File: src/hbp_pkg.sv
// Shared constants, codes and types of the Hermite to Bezier pole streamer.
`default_nettype none

package hbp_pkg;

    localparam int COORD_WIDTH = 32;
    localparam int FRAC_BITS   = 16;
    localparam int IN_FIELDS   = 7;
    localparam int S_TDATA_WIDTH = IN_FIELDS * COORD_WIDTH;

    localparam int KIND_WIDTH   = 2;
    localparam int MULT_WIDTH   = 3;
    localparam int STATUS_WIDTH = 2;
    localparam int M_TDATA_RAW   = 4 * COORD_WIDTH + MULT_WIDTH;
    localparam int M_TDATA_WIDTH = ((M_TDATA_RAW + 7) / 8) * 8;
    localparam int M_TUSER_WIDTH = KIND_WIDTH + STATUS_WIDTH;

    localparam int CFG_INDEX_WIDTH = 1;
    localparam int CFG_DATA_WIDTH  = 32;
    localparam int TOL_WIDTH       = 32;

    // Shared multiplier and divide-by-three datapath.
    localparam int PROD_WIDTH  = 2 * COORD_WIDTH;
    localparam int QUOT_WIDTH  = PROD_WIDTH - FRAC_BITS;
    localparam int CHUNK_WIDTH = 16;
    localparam int CHUNK_COUNT = QUOT_WIDTH / CHUNK_WIDTH;
    localparam int DIVIDEND_WIDTH = CHUNK_WIDTH + 2;
    localparam int RECIP_WIDTH = 20;
    localparam int RECIP_SHIFT = 20;
    // ceil(2^20 / 3): exact quotient for any dividend below 3 * 2^16.
    localparam logic [RECIP_WIDTH-1:0] RECIP_THIRD = RECIP_WIDTH'(((1 << RECIP_SHIFT) + 2) / 3);
    localparam logic [PROD_WIDTH-1:0] ROUND_HALF = PROD_WIDTH'((3 << FRAC_BITS) / 2);
    localparam int SUM_WIDTH = QUOT_WIDTH + 2;

    localparam logic [KIND_WIDTH-1:0] KIND_POINT = 2'd0;
    localparam logic [KIND_WIDTH-1:0] KIND_LEAD  = 2'd1;
    localparam logic [KIND_WIDTH-1:0] KIND_TRAIL = 2'd2;

    localparam logic [STATUS_WIDTH-1:0] STATUS_OK   = 2'd0;
    localparam logic [STATUS_WIDTH-1:0] STATUS_STEP = 2'd1;
    localparam logic [STATUS_WIDTH-1:0] STATUS_FEW  = 2'd2;
    localparam logic [STATUS_WIDTH-1:0] STATUS_OPEN = 2'd3;

    localparam logic [MULT_WIDTH-1:0] MULT_NONE  = 3'd0;
    localparam logic [MULT_WIDTH-1:0] MULT_INNER = 3'd3;
    localparam logic [MULT_WIDTH-1:0] MULT_END   = 3'd4;

    localparam logic [CFG_INDEX_WIDTH-1:0] REG_PERIODIC  = 1'b0;
    localparam logic [CFG_INDEX_WIDTH-1:0] REG_CLOSE_TOL = 1'b1;

    typedef logic signed [COORD_WIDTH-1:0] coord_t;

    localparam coord_t COORD_MAX = {1'b0, {(COORD_WIDTH-1){1'b1}}};
    localparam coord_t COORD_MIN = {1'b1, {(COORD_WIDTH-1){1'b0}}};

    typedef struct packed {
        coord_t                  pole_x;
        coord_t                  pole_y;
        coord_t                  pole_z;
        logic [KIND_WIDTH-1:0]   pole_kind;
        coord_t                  knot_value;
        logic [MULT_WIDTH-1:0]   knot_mult;
        logic [STATUS_WIDTH-1:0] status;
        logic                    run_end;
    } hbp_result_t;

    typedef struct packed {
        logic                   start;
        logic                   div_mode;
        logic [COORD_WIDTH-1:0] op_a;
        logic [COORD_WIDTH-1:0] op_b;
    } hbp_mul_req_t;

    typedef struct packed {
        logic                  done;
        logic [PROD_WIDTH-1:0] value;
    } hbp_mul_rsp_t;

endpackage

`default_nettype wire

File: src/hbp_mul_div.sv
// Shared multiplier with a rounding divide by (3 << FRAC_BITS), one chunk per cycle.
`default_nettype none

module hbp_mul_div (
    input  wire logic                 aclk,
    input  wire logic                 aresetn,
    input  wire hbp_pkg::hbp_mul_req_t req,
    output hbp_pkg::hbp_mul_rsp_t      rsp
);
    import hbp_pkg::*;

    localparam logic [2:0] U_IDLE = 3'd0;
    localparam logic [2:0] U_MUL  = 3'd1;
    localparam logic [2:0] U_RND  = 3'd2;
    localparam logic [2:0] U_DIV  = 3'd3;
    localparam logic [2:0] U_DONE = 3'd4;
    localparam logic [1:0] LAST_CHUNK = 2'(CHUNK_COUNT - 1);

    logic [2:0]                state_reg;
    logic                      div_mode_reg;
    logic [COORD_WIDTH-1:0]    op_a_reg;
    logic [COORD_WIDTH-1:0]    op_b_reg;
    logic [PROD_WIDTH-1:0]     prod_reg;
    logic [QUOT_WIDTH-1:0]     x_reg;
    logic [QUOT_WIDTH-1:0]     quot_reg;
    logic [1:0]                rem_reg;
    logic [1:0]                chunk_reg;

    logic [DIVIDEND_WIDTH-1:0] dividend;
    logic [DIVIDEND_WIDTH+RECIP_WIDTH-1:0] recip_prod;
    logic [CHUNK_WIDTH-1:0]    digit;
    logic [DIVIDEND_WIDTH-1:0] digit_times3;
    logic [1:0]                rem_next;

    // Long division by three, sixteen bits at a time; the remainder is carried on top.
    assign dividend     = {rem_reg, x_reg[QUOT_WIDTH-1 -: CHUNK_WIDTH]};
    assign recip_prod   = (DIVIDEND_WIDTH+RECIP_WIDTH)'(dividend)
                        * (DIVIDEND_WIDTH+RECIP_WIDTH)'(RECIP_THIRD);
    assign digit        = recip_prod[RECIP_SHIFT +: CHUNK_WIDTH];
    assign digit_times3 = DIVIDEND_WIDTH'(digit) * DIVIDEND_WIDTH'(3);
    assign rem_next     = 2'(dividend - digit_times3);

    assign rsp.done  = (state_reg == U_DONE);
    assign rsp.value = div_mode_reg ? PROD_WIDTH'(quot_reg) : prod_reg;

    always_ff @(posedge aclk) begin
        if (!aresetn) begin
            state_reg <= U_IDLE;
        end else begin
            unique case (state_reg)
                U_IDLE: begin
                    if (req.start) begin
                        state_reg <= U_MUL;
                    end
                end
                U_MUL: begin
                    state_reg <= div_mode_reg ? U_RND : U_DONE;
                end
                U_RND: begin
                    state_reg <= U_DIV;
                end
                U_DIV: begin
                    if (chunk_reg == LAST_CHUNK) begin
                        state_reg <= U_DONE;
                    end
                end
                U_DONE: begin
                    state_reg <= U_IDLE;
                end
                default: begin
                    state_reg <= U_IDLE;
                end
            endcase
        end
    end

    always_ff @(posedge aclk) begin
        unique case (state_reg)
            U_IDLE: begin
                if (req.start) begin
                    div_mode_reg <= req.div_mode;
                    op_a_reg     <= req.op_a;
                    op_b_reg     <= req.op_b;
                end
            end
            U_MUL: begin
                prod_reg <= PROD_WIDTH'(op_a_reg) * PROD_WIDTH'(op_b_reg);
            end
            U_RND: begin
                x_reg     <= QUOT_WIDTH'((prod_reg + ROUND_HALF) >> FRAC_BITS);
                rem_reg   <= 2'd0;
                chunk_reg <= 2'd0;
            end
            U_DIV: begin
                quot_reg  <= {quot_reg[QUOT_WIDTH-CHUNK_WIDTH-1:0], digit};
                x_reg     <= x_reg << CHUNK_WIDTH;
                rem_reg   <= rem_next;
                chunk_reg <= chunk_reg + 2'd1;
            end
            default: begin
            end
        endcase
    end

endmodule

`default_nettype wire

File: src/hbp_out_reg.sv
// Output register of the result channel, packing a result into the stream fields.
`default_nettype none

module hbp_out_reg (
    input  wire logic                               aclk,
    input  wire logic                               aresetn,
    input  wire logic                               push_valid,
    input  wire hbp_pkg::hbp_result_t               push_data,
    output logic                                    push_ready,
    output logic                                    m_tvalid,
    input  wire logic                               m_tready,
    // pole_x, pole_y, pole_z, knot_value, knot_mult, zero fill
    output logic [hbp_pkg::M_TDATA_WIDTH-1:0]       m_tdata,
    // pole_kind, status
    output logic [hbp_pkg::M_TUSER_WIDTH-1:0]       m_tuser,
    output logic                                    m_tlast
);
    import hbp_pkg::*;

    logic        valid_reg;
    hbp_result_t data_reg;

    assign push_ready = !valid_reg || m_tready;
    assign m_tvalid   = valid_reg;
    assign m_tdata    = M_TDATA_WIDTH'({data_reg.knot_mult, data_reg.knot_value,
                                        data_reg.pole_z, data_reg.pole_y, data_reg.pole_x});
    assign m_tuser    = {data_reg.status, data_reg.pole_kind};
    assign m_tlast    = data_reg.run_end;

    always_ff @(posedge aclk) begin
        if (!aresetn) begin
            valid_reg <= 1'b0;
        end else if (push_ready) begin
            valid_reg <= push_valid;
        end
    end

    always_ff @(posedge aclk) begin
        if (push_ready && push_valid) begin
            data_reg <= push_data;
        end
    end

endmodule

`default_nettype wire

File: src/hermite_to_bezier_poles.sv
// Top level: sequencer that turns Hermite fit points into Bezier poles and knots.
//
//   channel  direction  fields
//   s_       in         tdata: point xyz, slope xyz, knot_param; tlast: final_point
//   m_       out        tdata: pole xyz, knot_value, knot_mult; tuser: kind, status
//   cfg_     in         write enable, register index, write data
//
// For each later point, each of the six pole offsets passes once through the shared
// 32x32 multiplier and its three-chunk divide by three. A periodic final point adds
// the closure check on the same unit and skips the end point.
// Reset is synchronous; s_tready is high only while the sequencer is idle, and a
// stalled result channel holds the sequencer at the next result.
`default_nettype none

module hermite_to_bezier_poles (
    input  wire logic                                aclk,
    input  wire logic                                aresetn,
    input  wire logic                                s_tvalid,
    output logic                                     s_tready,
    // point_x, point_y, point_z, slope_x, slope_y, slope_z, knot_param
    input  wire logic [hbp_pkg::S_TDATA_WIDTH-1:0]   s_tdata,
    input  wire logic                                s_tlast,
    output logic                                     m_tvalid,
    input  wire logic                                m_tready,
    // pole_x, pole_y, pole_z, knot_value, knot_mult, zero fill
    output logic [hbp_pkg::M_TDATA_WIDTH-1:0]        m_tdata,
    // pole_kind, status
    output logic [hbp_pkg::M_TUSER_WIDTH-1:0]        m_tuser,
    output logic                                     m_tlast,
    input  wire logic                                cfg_wr_en,
    input  wire logic [hbp_pkg::CFG_INDEX_WIDTH-1:0] cfg_index,
    input  wire logic [hbp_pkg::CFG_DATA_WIDTH-1:0]  cfg_wr_data
);
    import hbp_pkg::*;

    localparam logic [3:0] S_IDLE      = 4'd0;
    localparam logic [3:0] S_CHECK     = 4'd1;
    localparam logic [3:0] S_CL_ISSUE  = 4'd2;
    localparam logic [3:0] S_CL_WAIT   = 4'd3;
    localparam logic [3:0] S_CL_CMP    = 4'd4;
    localparam logic [3:0] S_ERR       = 4'd5;
    localparam logic [3:0] S_FIRST     = 4'd6;
    localparam logic [3:0] S_OF_ISSUE  = 4'd7;
    localparam logic [3:0] S_OF_WAIT   = 4'd8;
    localparam logic [3:0] S_PUSH_CTRL = 4'd9;
    localparam logic [3:0] S_PUSH_PT   = 4'd10;
    localparam logic [3:0] S_UPDATE    = 4'd11;
    localparam logic [1:0] LAST_AXIS   = 2'd2;
    localparam int DIFF_WIDTH = COORD_WIDTH + 1;

    logic [3:0]             state_reg;
    logic                   periodic_mode_reg;
    logic [TOL_WIDTH-1:0]   tol_reg;
    logic [1:0]             points_seen_reg;
    logic                   error_sticky_reg;

    coord_t                 p_reg [3];
    coord_t                 d_reg [3];
    coord_t                 t_reg;
    logic                   fin_reg;
    logic                   per_reg;
    logic signed [DIFF_WIDTH-1:0] step_reg;
    coord_t                 prev_point_reg [3];
    coord_t                 prev_slope_reg [3];
    coord_t                 prev_param_reg;
    coord_t                 first_point_reg [3];
    coord_t                 first_slope_reg [3];
    coord_t                 pole_reg [3];
    logic [PROD_WIDTH-1:0]  acc_reg;
    logic [STATUS_WIDTH-1:0] status_reg;
    logic [1:0]             axis_reg;
    logic                   trail_reg;

    hbp_mul_req_t           mul_req;
    hbp_mul_rsp_t           mul_rsp;
    hbp_result_t            push_data;
    logic                   push_valid;
    logic                   push_ready;

    logic                   accept;
    logic                   wrap;
    logic                   few_points;
    logic                   bad_step;
    coord_t                 sel_slope;
    coord_t                 base;
    logic [COORD_WIDTH-1:0] slope_mag;
    logic                   eff_neg;
    logic signed [SUM_WIDTH-1:0] base_ext;
    logic signed [SUM_WIDTH-1:0] offs_ext;
    logic signed [SUM_WIDTH-1:0] pole_sum;
    coord_t                 pole_sat;
    logic signed [DIFF_WIDTH-1:0] diff;
    logic [DIFF_WIDTH-1:0]  diff_mag;
    logic                   diff_big;
    logic [PROD_WIDTH-1:0]  tol_scaled;

    assign s_tready = (state_reg == S_IDLE);
    assign accept   = s_tvalid && s_tready;
    assign wrap     = per_reg && fin_reg;

    assign few_points = fin_reg && (per_reg ? (points_seen_reg < 2'd2)
                                            : (points_seen_reg == 2'd0));
    assign bad_step   = (points_seen_reg != 2'd0) && (step_reg[DIFF_WIDTH-1] || step_reg == '0);

    // Leading poles start from the previous point; trailing ones end at this point,
    // or at the stored first point when a periodic curve closes.
    always_comb begin
        if (!trail_reg) begin
            sel_slope = prev_slope_reg[axis_reg];
            base      = prev_point_reg[axis_reg];
        end else if (wrap) begin
            sel_slope = first_slope_reg[axis_reg];
            base      = first_point_reg[axis_reg];
        end else begin
            sel_slope = d_reg[axis_reg];
            base      = p_reg[axis_reg];
        end
    end

    assign slope_mag = sel_slope[COORD_WIDTH-1] ? (~sel_slope + 1'b1) : sel_slope;
    assign eff_neg   = sel_slope[COORD_WIDTH-1] ^ trail_reg;
    assign base_ext  = SUM_WIDTH'(base);
    assign offs_ext  = $signed({2'b00, mul_rsp.value[QUOT_WIDTH-1:0]});
    assign pole_sum  = eff_neg ? (base_ext - offs_ext) : (base_ext + offs_ext);

    always_comb begin
        if (pole_sum > SUM_WIDTH'(COORD_MAX)) begin
            pole_sat = COORD_MAX;
        end else if (pole_sum < SUM_WIDTH'(COORD_MIN)) begin
            pole_sat = COORD_MIN;
        end else begin
            pole_sat = COORD_WIDTH'(pole_sum);
        end
    end

    assign diff       = DIFF_WIDTH'(p_reg[axis_reg]) - DIFF_WIDTH'(first_point_reg[axis_reg]);
    assign diff_mag   = diff[DIFF_WIDTH-1] ? DIFF_WIDTH'(-diff) : DIFF_WIDTH'(diff);
    assign diff_big   = |diff_mag[DIFF_WIDTH-1:COORD_WIDTH-1];
    assign tol_scaled = PROD_WIDTH'(tol_reg) << FRAC_BITS;

    always_comb begin
        mul_req.start    = (state_reg == S_OF_ISSUE) || ((state_reg == S_CL_ISSUE) && !diff_big);
        mul_req.div_mode = (state_reg == S_OF_ISSUE);
        mul_req.op_a     = (state_reg == S_OF_ISSUE) ? slope_mag : diff_mag[COORD_WIDTH-1:0];
        mul_req.op_b     = (state_reg == S_OF_ISSUE) ? step_reg[COORD_WIDTH-1:0]
                                                     : diff_mag[COORD_WIDTH-1:0];
    end

    always_comb begin
        push_valid           = 1'b0;
        push_data.pole_x     = p_reg[0];
        push_data.pole_y     = p_reg[1];
        push_data.pole_z     = p_reg[2];
        push_data.pole_kind  = KIND_POINT;
        push_data.knot_value = t_reg;
        push_data.knot_mult  = MULT_INNER;
        push_data.status     = STATUS_OK;
        push_data.run_end    = 1'b0;
        unique case (state_reg)
            S_ERR: begin
                push_valid           = 1'b1;
                push_data.pole_x     = '0;
                push_data.pole_y     = '0;
                push_data.pole_z     = '0;
                push_data.knot_value = '0;
                push_data.knot_mult  = MULT_NONE;
                push_data.status     = status_reg;
                push_data.run_end    = fin_reg;
            end
            S_FIRST: begin
                push_valid          = 1'b1;
                push_data.knot_mult = per_reg ? MULT_INNER : MULT_END;
            end
            S_PUSH_CTRL: begin
                push_valid           = 1'b1;
                push_data.pole_x     = pole_reg[0];
                push_data.pole_y     = pole_reg[1];
                push_data.pole_z     = pole_reg[2];
                push_data.pole_kind  = trail_reg ? KIND_TRAIL : KIND_LEAD;
                // On a closing span the knot rides on the trailing pole.
                push_data.knot_value = (trail_reg && wrap) ? t_reg : '0;
                push_data.knot_mult  = (trail_reg && wrap) ? MULT_INNER : MULT_NONE;
                push_data.run_end    = trail_reg && wrap;
            end
            S_PUSH_PT: begin
                push_valid          = 1'b1;
                push_data.knot_mult = (fin_reg && !per_reg) ? MULT_END : MULT_INNER;
                push_data.run_end   = fin_reg;
            end
            default: begin
            end
        endcase
    end

    always_ff @(posedge aclk) begin
        if (!aresetn) begin
            state_reg         <= S_IDLE;
            periodic_mode_reg <= 1'b0;
            tol_reg           <= '0;
            points_seen_reg   <= 2'd0;
            error_sticky_reg  <= 1'b0;
        end else begin
            if (cfg_wr_en) begin
                unique case (cfg_index)
                    REG_PERIODIC:  periodic_mode_reg <= cfg_wr_data[0];
                    REG_CLOSE_TOL: tol_reg <= TOL_WIDTH'(cfg_wr_data);
                    default: begin
                    end
                endcase
            end
            unique case (state_reg)
                S_IDLE: begin
                    if (accept) begin
                        state_reg <= S_CHECK;
                    end
                end
                S_CHECK: begin
                    priority if (error_sticky_reg) begin
                        // Inputs after an error are dropped until the final point.
                        if (fin_reg) begin
                            points_seen_reg  <= 2'd0;
                            error_sticky_reg <= 1'b0;
                        end
                        state_reg <= S_IDLE;
                    end else if (few_points || bad_step) begin
                        state_reg <= S_ERR;
                    end else if (wrap) begin
                        state_reg <= S_CL_ISSUE;
                    end else if (points_seen_reg == 2'd0) begin
                        state_reg <= S_FIRST;
                    end else begin
                        state_reg <= S_OF_ISSUE;
                    end
                end
                S_CL_ISSUE: begin
                    state_reg <= diff_big ? S_ERR : S_CL_WAIT;
                end
                S_CL_WAIT: begin
                    if (mul_rsp.done) begin
                        state_reg <= (axis_reg == LAST_AXIS) ? S_CL_CMP : S_CL_ISSUE;
                    end
                end
                S_CL_CMP: begin
                    state_reg <= (acc_reg <= tol_scaled) ? S_OF_ISSUE : S_ERR;
                end
                S_ERR: begin
                    if (push_ready) begin
                        if (fin_reg) begin
                            points_seen_reg  <= 2'd0;
                            error_sticky_reg <= 1'b0;
                        end else begin
                            error_sticky_reg <= 1'b1;
                        end
                        state_reg <= S_IDLE;
                    end
                end
                S_FIRST: begin
                    if (push_ready) begin
                        state_reg <= S_UPDATE;
                    end
                end
                S_OF_ISSUE: begin
                    state_reg <= S_OF_WAIT;
                end
                S_OF_WAIT: begin
                    if (mul_rsp.done) begin
                        state_reg <= (axis_reg == LAST_AXIS) ? S_PUSH_CTRL : S_OF_ISSUE;
                    end
                end
                S_PUSH_CTRL: begin
                    if (push_ready) begin
                        priority if (!trail_reg) begin
                            state_reg <= S_OF_ISSUE;
                        end else if (wrap) begin
                            state_reg <= S_UPDATE;
                        end else begin
                            state_reg <= S_PUSH_PT;
                        end
                    end
                end
                S_PUSH_PT: begin
                    if (push_ready) begin
                        state_reg <= S_UPDATE;
                    end
                end
                S_UPDATE: begin
                    if (fin_reg) begin
                        points_seen_reg <= 2'd0;
                    end else if (points_seen_reg != 2'd3) begin
                        points_seen_reg <= points_seen_reg + 2'd1;
                    end
                    state_reg <= S_IDLE;
                end
                default: begin
                    state_reg <= S_IDLE;
                end
            endcase
        end
    end

    always_ff @(posedge aclk) begin
        unique case (state_reg)
            S_IDLE: begin
                if (accept) begin
                    for (int i = 0; i < 3; i++) begin
                        p_reg[i] <= $signed(s_tdata[i*COORD_WIDTH +: COORD_WIDTH]);
                        d_reg[i] <= $signed(s_tdata[(i+3)*COORD_WIDTH +: COORD_WIDTH]);
                    end
                    t_reg    <= $signed(s_tdata[6*COORD_WIDTH +: COORD_WIDTH]);
                    fin_reg  <= s_tlast;
                    per_reg  <= periodic_mode_reg;
                    step_reg <= DIFF_WIDTH'($signed(s_tdata[6*COORD_WIDTH +: COORD_WIDTH]))
                              - DIFF_WIDTH'(prev_param_reg);
                end
            end
            S_CHECK: begin
                axis_reg   <= 2'd0;
                trail_reg  <= 1'b0;
                acc_reg    <= '0;
                status_reg <= few_points ? STATUS_FEW : STATUS_STEP;
            end
            S_CL_ISSUE: begin
                if (diff_big) begin
                    status_reg <= STATUS_OPEN;
                end
            end
            S_CL_WAIT: begin
                if (mul_rsp.done) begin
                    acc_reg  <= acc_reg + mul_rsp.value;
                    axis_reg <= (axis_reg == LAST_AXIS) ? 2'd0 : axis_reg + 2'd1;
                end
            end
            S_CL_CMP: begin
                status_reg <= STATUS_OPEN;
                axis_reg   <= 2'd0;
            end
            S_FIRST: begin
                if (push_ready) begin
                    for (int i = 0; i < 3; i++) begin
                        first_point_reg[i] <= p_reg[i];
                        first_slope_reg[i] <= d_reg[i];
                    end
                end
            end
            S_OF_WAIT: begin
                if (mul_rsp.done) begin
                    pole_reg[axis_reg] <= pole_sat;
                    axis_reg <= (axis_reg == LAST_AXIS) ? 2'd0 : axis_reg + 2'd1;
                end
            end
            S_PUSH_CTRL: begin
                if (push_ready) begin
                    trail_reg <= 1'b1;
                end
            end
            S_UPDATE: begin
                for (int i = 0; i < 3; i++) begin
                    prev_point_reg[i] <= p_reg[i];
                    prev_slope_reg[i] <= d_reg[i];
                end
                prev_param_reg <= t_reg;
            end
            default: begin
            end
        endcase
    end

    hbp_mul_div u_mul_div (
        .aclk    (aclk),
        .aresetn (aresetn),
        .req     (mul_req),
        .rsp     (mul_rsp)
    );

    hbp_out_reg u_out_reg (
        .aclk       (aclk),
        .aresetn    (aresetn),
        .push_valid (push_valid),
        .push_data  (push_data),
        .push_ready (push_ready),
        .m_tvalid   (m_tvalid),
        .m_tready   (m_tready),
        .m_tdata    (m_tdata),
        .m_tuser    (m_tuser),
        .m_tlast    (m_tlast)
    );

endmodule

`default_nettype wire
File: config.mk
export PLATFORM = sky130hd
export DESIGN_NAME = hermite_to_bezier_poles
export DESIGN_NICKNAME = d
export VERILOG_FILES = /design/src/hbp_pkg.sv /design/src/hbp_mul_div.sv /design/src/hbp_out_reg.sv /design/src/hermite_to_bezier_poles.sv
export SDC_FILE = /design/constraint.sdc
export NUM_CORES = 2
export LEC_CHECK = 0
export BUFFER_PORTS_ARGS = -buffer_cell sky130_fd_sc_hd__buf_2
export CAP_MARGIN = 20
export CORE_MARGIN = 3
export CORE_UTILIZATION = 40
export CTS_BUF_LIST = sky130_fd_sc_hd__clkbuf_4 sky130_fd_sc_hd__clkbuf_8
export DETAILED_ROUTE_END_ITERATION = 16
export GPL_ROUTABILITY_DRIVEN = 1
export GPL_TIMING_DRIVEN = 0
export PLACE_DENSITY = 0.65
export SETUP_SLACK_MARGIN = 0.05
export SLEW_MARGIN = 20
export SYNTH_ARGS = -nofsm -noshare
export SYNTH_HDL_FRONTEND = slang
export SYNTH_SLANG_ARGS = --single-unit
File: constraint.sdc
create_clock -name aclk -period 24.9 [get_ports aclk]
set_clock_uncertainty 0.15 [all_clocks]
set_input_delay 3.735 -clock aclk [delete_from_list [all_inputs] [get_ports aclk]]
set_output_delay 3.735 -clock aclk [all_outputs]
set_load 0.01 [all_outputs]
==> results.yml <==
clock_tree:
  cts_setup_buffers: 0
  cts_sinks: 1250
  cts_buffers: 193
  tritoncts: "yes"
  cts_buffer_depth: 3
  clkSlewWorstSetupHoldPaths_ns: 0.06
  root_buffer: "clkbuf_8"
  clkLatencyLatePin_ns: 0.97
  ctsHoldBuffers: 0
  cts_resized: 0
  htreeDepth: 4
global_route:
  grt_pass1_vias: 74903
  grt.total_usage_pct: 26.1
  grt_max_degree: 88
  antenna_found_initial: 23
  overflow: 0
  grt_pass1_wl_mm: 494
logic_synthesis:
  synthMuxAreaShare_pct: 3.27
  syn_avg_cell_area_um2: 10.9
  synth_top_family_by_area: "adder cells"
  synth-async-reset-ratio_pct: 0
  synth_compound_area_share_pct: 9.22
  synth-main-ff-cell: "edfxtp_1"
  synth-simple-area-share_pct: 12.2
  synth_cells: 9146
  synth_xor_area_share_pct: 3.32
  synth-seq-cells: 1250
  syn_area_um2: 99600
  synth_edf_count: 1204
  synth_seq_area_share_pct: 37.2
  synth_cell_type_count: 96
  yosys.area_share.adder_pct: 28.2
  yosys_warnings: 0
route:
  route.vias.total: 72454
  drc_errors: 0
  drt-pass1-iter-count: 5
  detail-route-antenna-nets: 0
  wl_per_cell_um: 25.2
  vias_per_cell: 5.44
  wirelength_mm: 336
  drt_iter0_drc: 6122
setup_path:
  r2r_cells: 29
  crit_arrival_ns: 11.31
  crit-reg2reg-launch: "u_mul_div.div_mode_reg$_DFFE_PP_"
  crit_required_ns: 25.36
  crit_path_max_incr_delay_ns: 0.62
  criticalPathCategory: "reg -> reg"
  reg2reg_setup_slack_ns: 14.06
  crit_fanout: 10
  crit_slowest_cell: "clkbuf_1"
  start_kind: "register"
  worstSetupEndpointType: "register"
  worstReg2RegEnd: "pole_reg[1][29]$_DFFE_PP_"
timing:
  relSlewSlack_pct: 16.7
  fin_hold_ws_ns: 0.296
  finalSetupTns_ns: 0
  timing.final.crit_share_pct: 43.5
  finalSetupViolations: 0
  drv_slew: 0
  setup_slack_ns: 14.06
  fmax_mhz: 92.2
  rsz0062_at_grt: "false"
  finalHoldViolCount: 0
  worst_slew_pin_slew_ns: 1.25
  period_minus_slack_ns: 10.84
place:
  dp_slack_ns: 14.10
  placed_area_um2: 107000
  place_congestion: 1.04
  numPortBuffers: 400
  dp_hpwl_mm: 275
status:
  status: "complete, no violations"
hold_path:
  hold_class: "reg -> reg"
  min_from: "t_reg[15]$_DFFE_PP_"
  min_to: "prev_param_reg[15]$_DFFE_PP_"
  hold_depth: 0
finish:
  largest_reg_flops: 130
  syn2layout_area_growth_pct: 11.4
  stdcell_area_um2: 111000
  layout-drive-gt1-share_pct: 10.3
  fin_nets: 11723
die:
  io_pins: 406
  core-area_um2: 247000
  die_w_um: 505
  die_area_um2: 255000
  die_y_um: 505
  num_rows: 182
  start_util_pct: 40.3
run:
  maxCapViolations: 0
## cell usage after synthesis (108+ instances only)
cell	number	share of area, %
clkbuf_1	356	1.3
xnor2_1	221	1.9
and2_1	598	3.8
inv_1	1286	4.8
xor2_1	157	1.4
a21oi_1	438	2.2
mux2i_1	150	1.5
ha_1	631	7.9
a21o_1	136	1.0
fa_1	1010	20
nor2_1	438	1.7
edfxtp_1	1204	36
nand2_1	883	3.3
nand3_1	108	0.54
o21ai_0	287	1.4
## final cells by class
| cell class | instances | area [um^2] |
|---|---|---|
| fill | 23341 | 136000 |
| multi-input combinational | 6198 | 56100 |
| sequential | 1250 | 37100 |
| inverter | 1288 | 4840 |
| tap | 3312 | 4140 |
| clock buffer | 238 | 3010 |
| timing repair buffer | 474 | 2850 |
| buffer | 414 | 1680 |
| clock inverter | 120 | 1130 |
| antenna | 13 | 32.5 |
## through the flow
stage	util, %	instances
5_1_grt	44.9	13296
4_1_cts	44.9	13294
6_report	44.9	13307
3_5_place_dp	43.2	12936
2_1_floorplan	-	9150
3_3_place_gp	42.8	12862
## placed cells by master, fill, tap and decap left out, drive strengths merged, types with 47 or more instances in the layout
master  count
clkinv     87
nand2b     58
ha        631
and2      599
nand3     109
nor3       87
o21ai     334
a22o       98
a21oi     438
clkbuf    594
edfxtp   1204
fa       1010
mux2       67
buf       532
nand2     883
mux2i     151
a211oi     70
nor2      439
a21o      136
nand4      58
inv      1299
nor2b      71
and3       47
xnor2     221
xor2      157
## critical path, delay by kind of cell, from the launching register on
family                   cells  cell delay (ns)
XOR/XNOR                     2             0.69
AO/OA/AOI/OAI               11             3.01
adder cells (fa/ha/maj)      2             0.70
multiplexers                 1             0.32
flip-flops                   1             0.40
AND/OR/NAND/NOR              5             1.94
buffers and inverters        8             3.26
## worst max path at each step
stage | from | endpoint | slack, ns
after floorplan | m_tready | first_point_reg[0][0]$_DFFE_PP_ | 1.57
after global placement | m_tready | first_slope_reg[0][8]$_DFFE_PP_ | -8.45
after detailed placement | register | u_mul_div.op_b_reg[21]$_DFFE_PP_ | 14.10
after CTS | register | u_mul_div.op_b_reg[21]$_DFFE_PP_ | 14.14
after global routing | register | u_mul_div.op_b_reg[20]$_DFFE_PP_ | 13.61
final | u_mul_div.div_mode_reg$_DFFE_PP_ | pole_reg[1][29]$_DFFE_PP_ | 14.06
## layer usage
metal	up-vias	global-route usage, %	routed length [um]
met2	3218	40.4	150000
met3	645	4.73	27400
met4	4	12.6	18600
met5	-	0	23
li1	32093	-	-
met1	36494	35.3	140000
## cell families after synthesis
group	after synthesis
buf+inv	1702
mux	262
compound gates	1428
other cells	1
fa+ha+maj	1641
simple gates	2484
flops	1250
xor+xnor	378
Power is left out: the tool's default activity adds up to more than one toggle a clock period on the data nets, which glitch-free logic cannot reach.
